--- src/rtl/scbp_pkg.sv ---
package scbp_pkg;

  localparam int WordW   = 32;
  localparam int LimitW  = 33;
  localparam int KeyWords   = 4;
  localparam int RoundWords = 10;
  localparam int RkIdxW  = $clog2(RoundWords);
  localparam int RcIdxW  = $clog2(RoundWords - KeyWords);
  localparam int CfgIdxW = 3;

  localparam logic [CfgIdxW-1:0] REG_KEY_WORD_ZERO  = 3'd0;
  localparam logic [CfgIdxW-1:0] REG_KEY_WORD_ONE   = 3'd1;
  localparam logic [CfgIdxW-1:0] REG_KEY_WORD_TWO   = 3'd2;
  localparam logic [CfgIdxW-1:0] REG_KEY_WORD_THREE = 3'd3;
  localparam logic [CfgIdxW-1:0] REG_RANGE_LIMIT    = 3'd4;

  localparam logic [LimitW-1:0] LIMIT_RESET = {1'b1, {WordW{1'b0}}};

  typedef enum logic [1:0] {
    ST_EXPAND,
    ST_IDLE,
    ST_ENC,
    ST_WAIT
  } state_t;

  localparam logic [WordW-1:0] ROUND_CONST [RoundWords-KeyWords] = '{
    32'h01010000, 32'h04040202, 32'h10100808,
    32'h40402020, 32'h1B1B8080, 32'h6C6C3636
  };

  localparam logic [7:0] SBOX [256] = '{
    8'h63,8'h7c,8'h77,8'h7b,8'hf2,8'h6b,8'h6f,8'hc5,8'h30,8'h01,8'h67,8'h2b,8'hfe,8'hd7,8'hab,8'h76,
    8'hca,8'h82,8'hc9,8'h7d,8'hfa,8'h59,8'h47,8'hf0,8'had,8'hd4,8'ha2,8'haf,8'h9c,8'ha4,8'h72,8'hc0,
    8'hb7,8'hfd,8'h93,8'h26,8'h36,8'h3f,8'hf7,8'hcc,8'h34,8'ha5,8'he5,8'hf1,8'h71,8'hd8,8'h31,8'h15,
    8'h04,8'hc7,8'h23,8'hc3,8'h18,8'h96,8'h05,8'h9a,8'h07,8'h12,8'h80,8'he2,8'heb,8'h27,8'hb2,8'h75,
    8'h09,8'h83,8'h2c,8'h1a,8'h1b,8'h6e,8'h5a,8'ha0,8'h52,8'h3b,8'hd6,8'hb3,8'h29,8'he3,8'h2f,8'h84,
    8'h53,8'hd1,8'h00,8'hed,8'h20,8'hfc,8'hb1,8'h5b,8'h6a,8'hcb,8'hbe,8'h39,8'h4a,8'h4c,8'h58,8'hcf,
    8'hd0,8'hef,8'haa,8'hfb,8'h43,8'h4d,8'h33,8'h85,8'h45,8'hf9,8'h02,8'h7f,8'h50,8'h3c,8'h9f,8'ha8,
    8'h51,8'ha3,8'h40,8'h8f,8'h92,8'h9d,8'h38,8'hf5,8'hbc,8'hb6,8'hda,8'h21,8'h10,8'hff,8'hf3,8'hd2,
    8'hcd,8'h0c,8'h13,8'hec,8'h5f,8'h97,8'h44,8'h17,8'hc4,8'ha7,8'h7e,8'h3d,8'h64,8'h5d,8'h19,8'h73,
    8'h60,8'h81,8'h4f,8'hdc,8'h22,8'h2a,8'h90,8'h88,8'h46,8'hee,8'hb8,8'h14,8'hde,8'h5e,8'h0b,8'hdb,
    8'he0,8'h32,8'h3a,8'h0a,8'h49,8'h06,8'h24,8'h5c,8'hc2,8'hd3,8'hac,8'h62,8'h91,8'h95,8'he4,8'h79,
    8'he7,8'hc8,8'h37,8'h6d,8'h8d,8'hd5,8'h4e,8'ha9,8'h6c,8'h56,8'hf4,8'hea,8'h65,8'h7a,8'hae,8'h08,
    8'hba,8'h78,8'h25,8'h2e,8'h1c,8'ha6,8'hb4,8'hc6,8'he8,8'hdd,8'h74,8'h1f,8'h4b,8'hbd,8'h8b,8'h8a,
    8'h70,8'h3e,8'hb5,8'h66,8'h48,8'h03,8'hf6,8'h0e,8'h61,8'h35,8'h57,8'hb9,8'h86,8'hc1,8'h1d,8'h9e,
    8'he1,8'hf8,8'h98,8'h11,8'h69,8'hd9,8'h8e,8'h94,8'h9b,8'h1e,8'h87,8'he9,8'hce,8'h55,8'h28,8'hdf,
    8'h8c,8'ha1,8'h89,8'h0d,8'hbf,8'he6,8'h42,8'h68,8'h41,8'h99,8'h2d,8'h0f,8'hb0,8'h54,8'hbb,8'h16
  };

endpackage

--- src/rtl/scbp_round.sv ---
module scbp_round (
  input  logic [scbp_pkg::WordW-1:0] din,
  input  logic                       mix,
  output logic [scbp_pkg::WordW-1:0] dout
);
  import scbp_pkg::*;

  logic [7:0] sb [4];
  logic [31:0] rw;
  logic [31:0] rot;
  logic [3:0] hi [4];
  logic [3:0] lo [4];
  logic [3:0] hi_o [4];
  logic [3:0] lo_o [4];
  logic [3:0] th, tl;
  logic [3:0] dh, dl;
  logic [31:0] mixed;

  always_comb begin
    for (int k = 0; k < 4; k++) sb[k] = SBOX[din[8*k +: 8]];
    rw  = {{sb[3][1:0], sb[3][7:2]}, {sb[2][3:0], sb[2][7:4]},
           {sb[1][5:0], sb[1][7:6]}, sb[0]};
    rot = {rw[27:0], rw[31:28]};
    for (int k = 0; k < 4; k++) begin
      hi[k] = rot[8*k+4 +: 4];
      lo[k] = rot[8*k +: 4];
    end
    th = hi[0] ^ hi[1] ^ hi[2] ^ hi[3];
    tl = lo[0] ^ lo[1] ^ lo[2] ^ lo[3];
    for (int k = 0; k < 4; k++) begin
      // truncated doubling of the neighbor difference
      dh = hi[k] ^ hi[(k + 1) % 4];
      dl = lo[k] ^ lo[(k + 1) % 4];
      hi_o[k] = hi[k] ^ th ^ {dh[2:0], 1'b0};
      lo_o[k] = lo[k] ^ tl ^ {dl[2:0], 1'b0};
    end
    for (int k = 0; k < 4; k++) mixed[8*k +: 8] = {hi_o[k], lo_o[k]};
    dout = mix ? mixed : rot;
  end

endmodule

--- src/rtl/small_block_cipher_permutation.sv ---
// after the input transfer, nine rounds run and the result is then loaded to m_tvalid,
// and each extra cycle-walking pass adds nine more rounds when the limit is below 2^32
// a new item is taken only after the last one has left ST_WAIT; one shared round unit
// does one round per cycle, for both key expansion and encryption
// reset: synchronous; keys clear, limit goes to 2^32, then key expansion runs
// (also after every key write) with s_tready low
module small_block_cipher_permutation (
  input  logic                          clk,
  input  logic                          rst,
  input  logic                          s_tvalid,
  output logic                          s_tready,
  input  logic [31:0]                   s_tdata,   // [31:0] plain_index
  output logic                          m_tvalid,
  input  logic                          m_tready,
  output logic [31:0]                   m_tdata,   // [31:0] permuted_value
  input  logic                          cfg_valid,
  output logic                          cfg_ready,
  input  logic [scbp_pkg::CfgIdxW-1:0]  cfg_index,
  input  logic [scbp_pkg::LimitW-1:0]   cfg_data
);
  import scbp_pkg::*;

  state_t state, state_next;
  logic [WordW-1:0]  rk [RoundWords];
  logic [LimitW-1:0] limit;
  logic [WordW-1:0]  w, w_next;
  logic [WordW-1:0]  start;
  logic [RkIdxW-1:0] ki, ki_next;
  logic [RkIdxW-1:0] kj, kj_next;
  logic              rk_we;
  logic [WordW-1:0]  round_in, round_out, step_out;
  logic              round_mix;
  logic              out_load;
  logic              cfg_fire, key_write;
  logic              walk_done;

  // config only between items, and it wins over a new input
  assign cfg_ready = (state == ST_IDLE) || (state == ST_EXPAND);
  assign cfg_fire  = cfg_valid & cfg_ready;
  assign key_write = cfg_fire && (cfg_index == REG_KEY_WORD_ZERO ||
                     cfg_index == REG_KEY_WORD_ONE || cfg_index == REG_KEY_WORD_TWO ||
                     cfg_index == REG_KEY_WORD_THREE);

  assign s_tready  = (state == ST_IDLE) && !cfg_valid;
  assign round_in  = (state == ST_EXPAND) ? (w ^ rk[kj]) : w;
  assign round_mix = (state == ST_EXPAND) || (kj != RkIdxW'(RoundWords - 1));

  scbp_round u_round (
    .din  (round_in),
    .mix  (round_mix),
    .dout (round_out)
  );

  assign step_out  = round_out ^ rk[kj];
  assign walk_done = ({1'b0, step_out} < limit) || (step_out == start);

  always_comb begin
    state_next = state;
    w_next     = w;
    ki_next    = ki;
    kj_next    = kj;
    rk_we      = 1'b0;
    out_load   = 1'b0;
    unique case (state)
      ST_EXPAND: begin
        w_next = round_out;
        if (kj == ki - RkIdxW'(1)) begin
          rk_we = 1'b1;
          if (ki == RkIdxW'(RoundWords - 1)) begin
            state_next = ST_IDLE;
          end else begin
            ki_next = ki + RkIdxW'(1);
            kj_next = '0;
            w_next  = ROUND_CONST[RcIdxW'(ki - RkIdxW'(KeyWords - 1))];
          end
        end else begin
          kj_next = kj + RkIdxW'(1);
        end
      end
      ST_IDLE: begin
        if (s_tvalid && s_tready) begin
          state_next = ST_ENC;
          w_next     = s_tdata ^ rk[0];
          kj_next    = RkIdxW'(1);
        end
      end
      ST_ENC: begin
        w_next = step_out;
        if (kj == RkIdxW'(RoundWords - 1)) begin
          if (walk_done) begin
            state_next = ST_WAIT;
          end else begin
            // walk again on the encrypted value
            w_next  = step_out ^ rk[0];
            kj_next = RkIdxW'(1);
          end
        end else begin
          kj_next = kj + RkIdxW'(1);
        end
      end
      ST_WAIT: begin
        if (!m_tvalid || m_tready) begin
          out_load   = 1'b1;
          state_next = ST_IDLE;
        end
      end
      default: state_next = ST_IDLE;
    endcase
    // key change restarts expansion
    if (key_write) begin
      state_next = ST_EXPAND;
      ki_next    = RkIdxW'(KeyWords);
      kj_next    = '0;
      w_next     = ROUND_CONST[0];
    end
  end

  always_ff @(posedge clk) begin
    if (rst) begin
      state <= ST_EXPAND;
      ki    <= RkIdxW'(KeyWords);
      kj    <= '0;
      w     <= ROUND_CONST[0];
      limit <= LIMIT_RESET;
      for (int k = 0; k < KeyWords; k++) rk[k] <= '0;
      m_tvalid <= 1'b0;
    end else begin
      state <= state_next;
      ki    <= ki_next;
      kj    <= kj_next;
      w     <= w_next;
      if (cfg_fire) begin
        if (cfg_index == REG_RANGE_LIMIT) limit <= cfg_data;
        else if (key_write) rk[RkIdxW'(cfg_index[1:0])] <= cfg_data[WordW-1:0];
      end
      if (rk_we) rk[ki] <= round_out;
      if (out_load) m_tvalid <= 1'b1;
      else if (m_tready) m_tvalid <= 1'b0;
    end
  end

  always_ff @(posedge clk) begin
    if (state == ST_IDLE && s_tvalid && s_tready) start <= s_tdata;
    if (out_load) m_tdata <= w;
  end

endmodule
--- config.mk ---
export PLATFORM = sky130hd
export DESIGN_NAME = small_block_cipher_permutation
export DESIGN_NICKNAME = d
export VERILOG_FILES = /design/src/rtl/scbp_pkg.sv /design/src/rtl/scbp_round.sv /design/src/rtl/small_block_cipher_permutation.sv
export SDC_FILE = /design/constraint.sdc
export NUM_CORES = 2
export LEC_CHECK = 0
export BUFFER_PORTS_ARGS = -buffer_cell sky130_fd_sc_hd__buf_4
export CAP_MARGIN = 0
export CELL_PAD_IN_SITES_DETAIL_PLACEMENT = 0
export CELL_PAD_IN_SITES_GLOBAL_PLACEMENT = 2
export CORE_MARGIN = 5
export CORE_UTILIZATION = 41
export CTS_CLUSTER_DIAMETER = 200
export CTS_CLUSTER_SIZE = 24
export DETAILED_ROUTE_END_ITERATION = 8
export PLACE_DENSITY_LB_ADDON = 0.1
export SLEW_MARGIN = 20
export SYNTH_ARGS = -nofsm -noshare
export SYNTH_HDL_FRONTEND = slang
export SYNTH_SLANG_ARGS = --single-unit
export TNS_END_PERCENT = 30
--- constraint.sdc ---
create_clock -name clk -period 12.1 [get_ports clk]
set_input_delay 0.605 -clock clk [delete_from_list [all_inputs] [get_ports clk]]
set_output_delay 0.605 -clock clk [all_outputs]
set_load 0.02 [all_outputs]
======== After elaboration in Yosys (flattened, before gate mapping) ========
Memories as Yosys holds them, arrays and structs flattened. A register that Yosys moved wholly into a read port is not among the register bits.
Index checks and enable logic that the tools add are counted.
operators by class
  add/sub/neg operators ................... 4
  $lt $le $gt $ge ......................... 6
  eq/ne operators ......................... 20
  mux-type cells .......................... 55
  bitwise operators ....................... 39
  reduce and logical (&&, ||, !) cells .... 26
operators by type and width
  kind                   number
  $mux W32               11
  $xor A32 B32 Y32       4
  $pmux W32 S3           1
  $xor A4 B4 Y4          22
  $mux W8                8
  $reduce_or A32 Y1      2
  $ge A9 B9 Y1 const B   4
  $mux W4                9
  $not A8 Y9             4
  $lt A32 B33 Y1         1
  $eq A32 B32 Y1         1
  $mux W1                18
  $xor A3 B3 Y3          6
  $mux W2                6
  $pmux W4 S3            1
  $add A4 B1 Y4 const B  2
  $eq A4 B4 Y1 const B   2
  $pmux W2 S4            1
  $logic_or A1 B1 Y1     7
  $eq A3 B2 Y1 const B   2
  $ne A2 B1 Y1 const B   3
  $ne A2 B2 Y1 const B   3
  $ne A3 B3 Y1 const B   2
  $reduce_and A6 Y1      1
  other kinds (22)       29
storage, ports and cells
  bits in registers ....................... 140
  bits in writable memories ............... 320
  ROM bits ................................ 8448
  input bits .............................. 73
  output and inout port bits .............. 35
  memories ................................ 6
memories
  name              depth  bits a word  read ports  clocked after Yosys merged registers in  write ports  RTL line                              RTL
  (name not given)  256    8            1           0                                        0            scbp_round.sv:20                      for (int k = 0; k < 4; k++) sb[k] = SBOX[din[8*k +: 8]];
  (name not given)  256    8            1           0                                        0            scbp_round.sv:20
  (name not given)  256    8            1           0                                        0            scbp_round.sv:20
  (name not given)  256    8            1           0                                        0            scbp_round.sv:20
  rk                10     32           2           1                                        4            small_block_cipher_permutation.sv:24  logic [WordW-1:0] rk [RoundWords];
  (name not given)  8      32           1           0                                        0            small_block_cipher_permutation.sv:74  w_next = ROUND_CONST[RcIdxW'(ki - RkIdxW'(KeyWords - 1))];

======== Longest topological paths before layout ========
  depth after elaboration ................. 20
  mapped depth ............................ 47
  mapped depth without buffers ............ 40

======== By module ========
From an unflattened synthesis, not the netlist that was laid out.
second synthesis, totals
  cell total of the unflattened synthesis .. 4657
  area total of the unflattened synthesis .. 41857.6 µm²
by module, submodules not included
  module                          times used  cells an instance  area each (µm²)
  small_block_cipher_permutation  1           2360               26822.0
  scbp_round                      1           2297               15035.7

======== Worst setup path before layout ========
No wires, ideal clock.
  kind .................................... register -> register
  start point ............................. register (tool-made name)
  end point ............................... register w[14]
  arrival time ............................ 8.492 ns
  required time ........................... 11.970 ns
  slack ................................... 3.478 ns
  stages on the path, launching flop included .. 37
  cell sequence ........................... dfxtp_1 > buf_6 > buf_8 > buf_8 > buf_8 > buf_4 > mux4_2 > nor3b_1 > a21oi_1 > nand3b_1 > inv_2 > buf_1 > ha_1 > inv_1 > nor4_1 > a211oi_1 > o311ai_0 > a21oi_1 > nor4_4 > xnor3_1 > xnor2_1 > nor2_1 > xor2_1 > xnor2_1 > ha_1 > nand4_1 > or4_1 > nor3_1 > nand2_1 > o21ai_0 > nor3_1 > nor2_1 > inv_1 > nor2_1 > buf_2 > mux2i_1 > o22ai_1
RTL lines
  element               RTL line                               RTL
  to (signal assigned)  small_block_cipher_permutation.sv:123  w <= ROUND_CONST[0];
  to (signal assigned)  small_block_cipher_permutation.sv:131  w <= w_next;
  to (decl)             small_block_cipher_permutation.sv:26   logic [WordW-1:0] w, w_next;

==> flow_metrics.py <==
metrics = {
    "timing": {
        "max_freq_mhz": 90.2,
        "finalCritPeriodShare_pct": 91.6,
        "rsz0062_at_grt": "false",
        "relSlewSlack_pct": 16.5,
        "slew_violations": 0,
        "hold_viol": 0,
        "finalSetupViolCount": 0,
        "fin_worst_skew_ps": 35.5,
        "fin_crit_ps": 11090,
        "tns_ps": 0,
        "tightest_slew_ps": 1240,
    },
    "worst_hold_path": {
        "hold_end": "start[6]$_DFFE_PP_",
        "min_from": "s_tdata[6]",
        "hold_depth": 1,
        "hold_path_class": "input port to flop",
    },
    "synth": {
        "synth_cell_type_count": 128,
        "synth-edff-count": 448,
        "synth_nets": 5257,
        "avgSynthCellArea_um2": 8.72,
        "synth_seq_cells": 528,
        "async_flop_share_pct": 0,
        "synth_ff_type": "edfxtp_1",
        "netlist_area_um2": 44300,
        "synth_cells": 5082,
        "yosys_warnings": 0,
        "yosysSeqAreaShare_pct": 34.0,
    },
    "placed_design": {
        "hpwl_um": 161000,
        "placed_cell_area_um2": 46800,
        "gp_congestion": 1.01,
        "port_buffers": 107,
    },
    "clocking": {
        "post_cts_buffers": 0,
        "h-tree-depth": 1,
        "ctsHoldBuffers": 0,
        "cts-root-buf": "clkbuf_16",
        "cts-buffers-inserted": 25,
        "clock_path_buffers": 3,
        "cts.sinks": 528,
        "tritoncts": "yes",
        "post_cts_resize_count": 0,
        "path_clk_slew_ps": 120,
        "clock_latency_ps": 660,
    },
    "floorplanning": {
        "fp.dieW_um": 339,
        "die_y_um": 339,
        "ioPinCount": 108,
        "initial_core_util_pct": 41.3,
        "rows": 120,
        "dieArea_um2": 115000,
        "core_area_um2": 107000,
    },
    "critical_path": {
        "crit_arrival_ps": 11640,
        "crit_top_cell": "nor3_1",
        "crit_required_ps": 12650,
        "crit_type": "flop to flop",
        "end_kind": "flop",
        "rr_endpoint": "w[20]$_SDFFE_PP0P_",
        "worstPathMaxFanout": 29,
        "slowest_delay_ps": 890,
        "start_kind": "flop",
        "reg2reg_depth": 34,
        "rrSetupSlack_ps": 1010,
        "slowest_stage": "xnor2_1",
    },
    "routing": {
        "ant_nets": 0,
        "drc": 0,
        "wl_per_cell_um": 35.3,
        "firstDrtPassIters": 8,
        "routed_wl_um": 227000,
        "num_vias": 46100,
        "via_per_inst": 7.17,
        "drt_iter0_markers": 7560,
    },
    "final_layout": {
        "drive_gt1_share_pct": 12.4,
        "layout_commonest_cell": "nand2_1",
        "fin_nets": 5171,
        "final_cell_mix": "nand2_1, edfxtp_1, o21ai_0",
        "syn_to_final_growth_pct": 7.41,
        "fillers": 10800,
        "finalInstanceArea_um2": 47600,
    },
    "global_route": {
        "antenna_found_initial": 11,
        "grt-ovfl-total": 0,
        "first_global_vias": 42300,
        "grt_pass1_wl_um": 319000,
        "grt_max_degree": 93,
        "grtUsageTotal_pct": 37.3,
    },
    "run": {
        "max_cap_viol_count": 0,
    },
    "run_status": {
        "status": "finished clean",
    },
}
[worst max path at each step]
stage	from	to	depth (start not counted)
final	flop	w[20]$_SDFFE_PP0P_	34
after global routing	flop	w[20]$_SDFFE_PP0P_	34
after CTS	flop	w[20]$_SDFFE_PP0P_	34
after detailed placement	flop	w[20]$_SDFFE_PP0P_	34
after global placement	flop	w[20]$_SDFFE_PP0P_	34
after floorplan	flop	w[14]$_SDFFE_PP0P_	36
[cells by family after synthesis]
family,after synthesis,share of synthesized area [%]
AO/OA/AOI/OAI,1742,27.2
AND/OR/NAND/NOR,1681,18.3
buffers and inverters,603,6.22
flip-flops,528,34.0
multiplexers,224,6.36
XOR/XNOR,201,4.98
adder cells (fa/ha/maj),103,2.92
[through the flow]
stage               hold slack (ps)  setup slack (ps)  utilization (%)  cells
floorplan                       403              3480                -   5082
global placement                443              1280             43.7   6372
detailed placement              448              1290             43.7   6372
CTS                             132              1220             44.4   6418
global route                    149               634             44.4   6423
finish                          151              1010             44.4   6429
[routing by layer]
metal | global-route usage [%] | wire length, µm
met1 | 53.1 | 93000
met2 | 56.1 | 97200
met3 | 7.49 | 26600
met4 | 13.7 | 10100
met5 | 0 | 32
[sequential cells by signal (all words and copies together), names as in the netlist, named ones only]
name,cells
m_tvalid,1
rk,384
limit,33
ki,4
kj,4
start,32
state,2
w,32
m_tdata,32
[area by class of cell]
| cell class | instances | area (µm²) | area share, % |
|---|---|---|---|
| antenna | 11 | 27.5 | 0.0579 |
| clock buffer | 45 | 701 | 1.47 |
| clock inverter | 1 | 20.0 | 0.0421 |
| inverter | 143 | 538 | 1.13 |
| multi-input combinational | 3951 | 26700 | 56.2 |
| sequential | 528 | 15100 | 31.7 |
| tap | 1403 | 1760 | 3.69 |
| timing repair buffer | 347 | 2730 | 5.74 |
[worst max-delay path: cells and delay by family, from the launching register on]
kind / cells / cell delay, ps
adders and majority gates: 2 / 850
and+or+nand+nor: 12 / 3390
AOI/OAI and AO/OA: 10 / 2310
buffers and inverters: 6 / 1580
DFF: 1 / 800
xor gates and xnor gates: 3 / 1440
muxes: 1 / 550
[synth_stat cells, types with 34 or more instances]
cell	number	area [µm²]
o211ai_1	93	698
a221oi_1	36	315
inv_1	132	495
buf_1	37	139
or3_1	35	219
o21ai_0	390	1950
nor2_1	347	1300
xnor2_1	118	1030
a22oi_1	55	413
nand3_1	290	1450
o31ai_1	63	473
a21oi_1	297	1490
nand4_1	56	350
a211oi_1	89	668
mux2_2	51	574
edfxtp_1	448	13500
nor3_1	139	696
o221ai_1	45	394
clkbuf_1	227	852
dfxtp_1	80	1600
nor4_1	54	338
buf_2	140	701
a31oi_1	78	488
o22ai_1	78	488
and3_1	34	213
mux2i_1	130	1300
ha_1	101	1260
nand2_1	505	1900
a2111oi_0	34	298
a21o_1	34	255
xor2_1	49	429
mux4_2	39	878
Power is left out: the tool's default activity adds up to more than one toggle a clock period on the data nets, which glitch-free logic cannot reach.
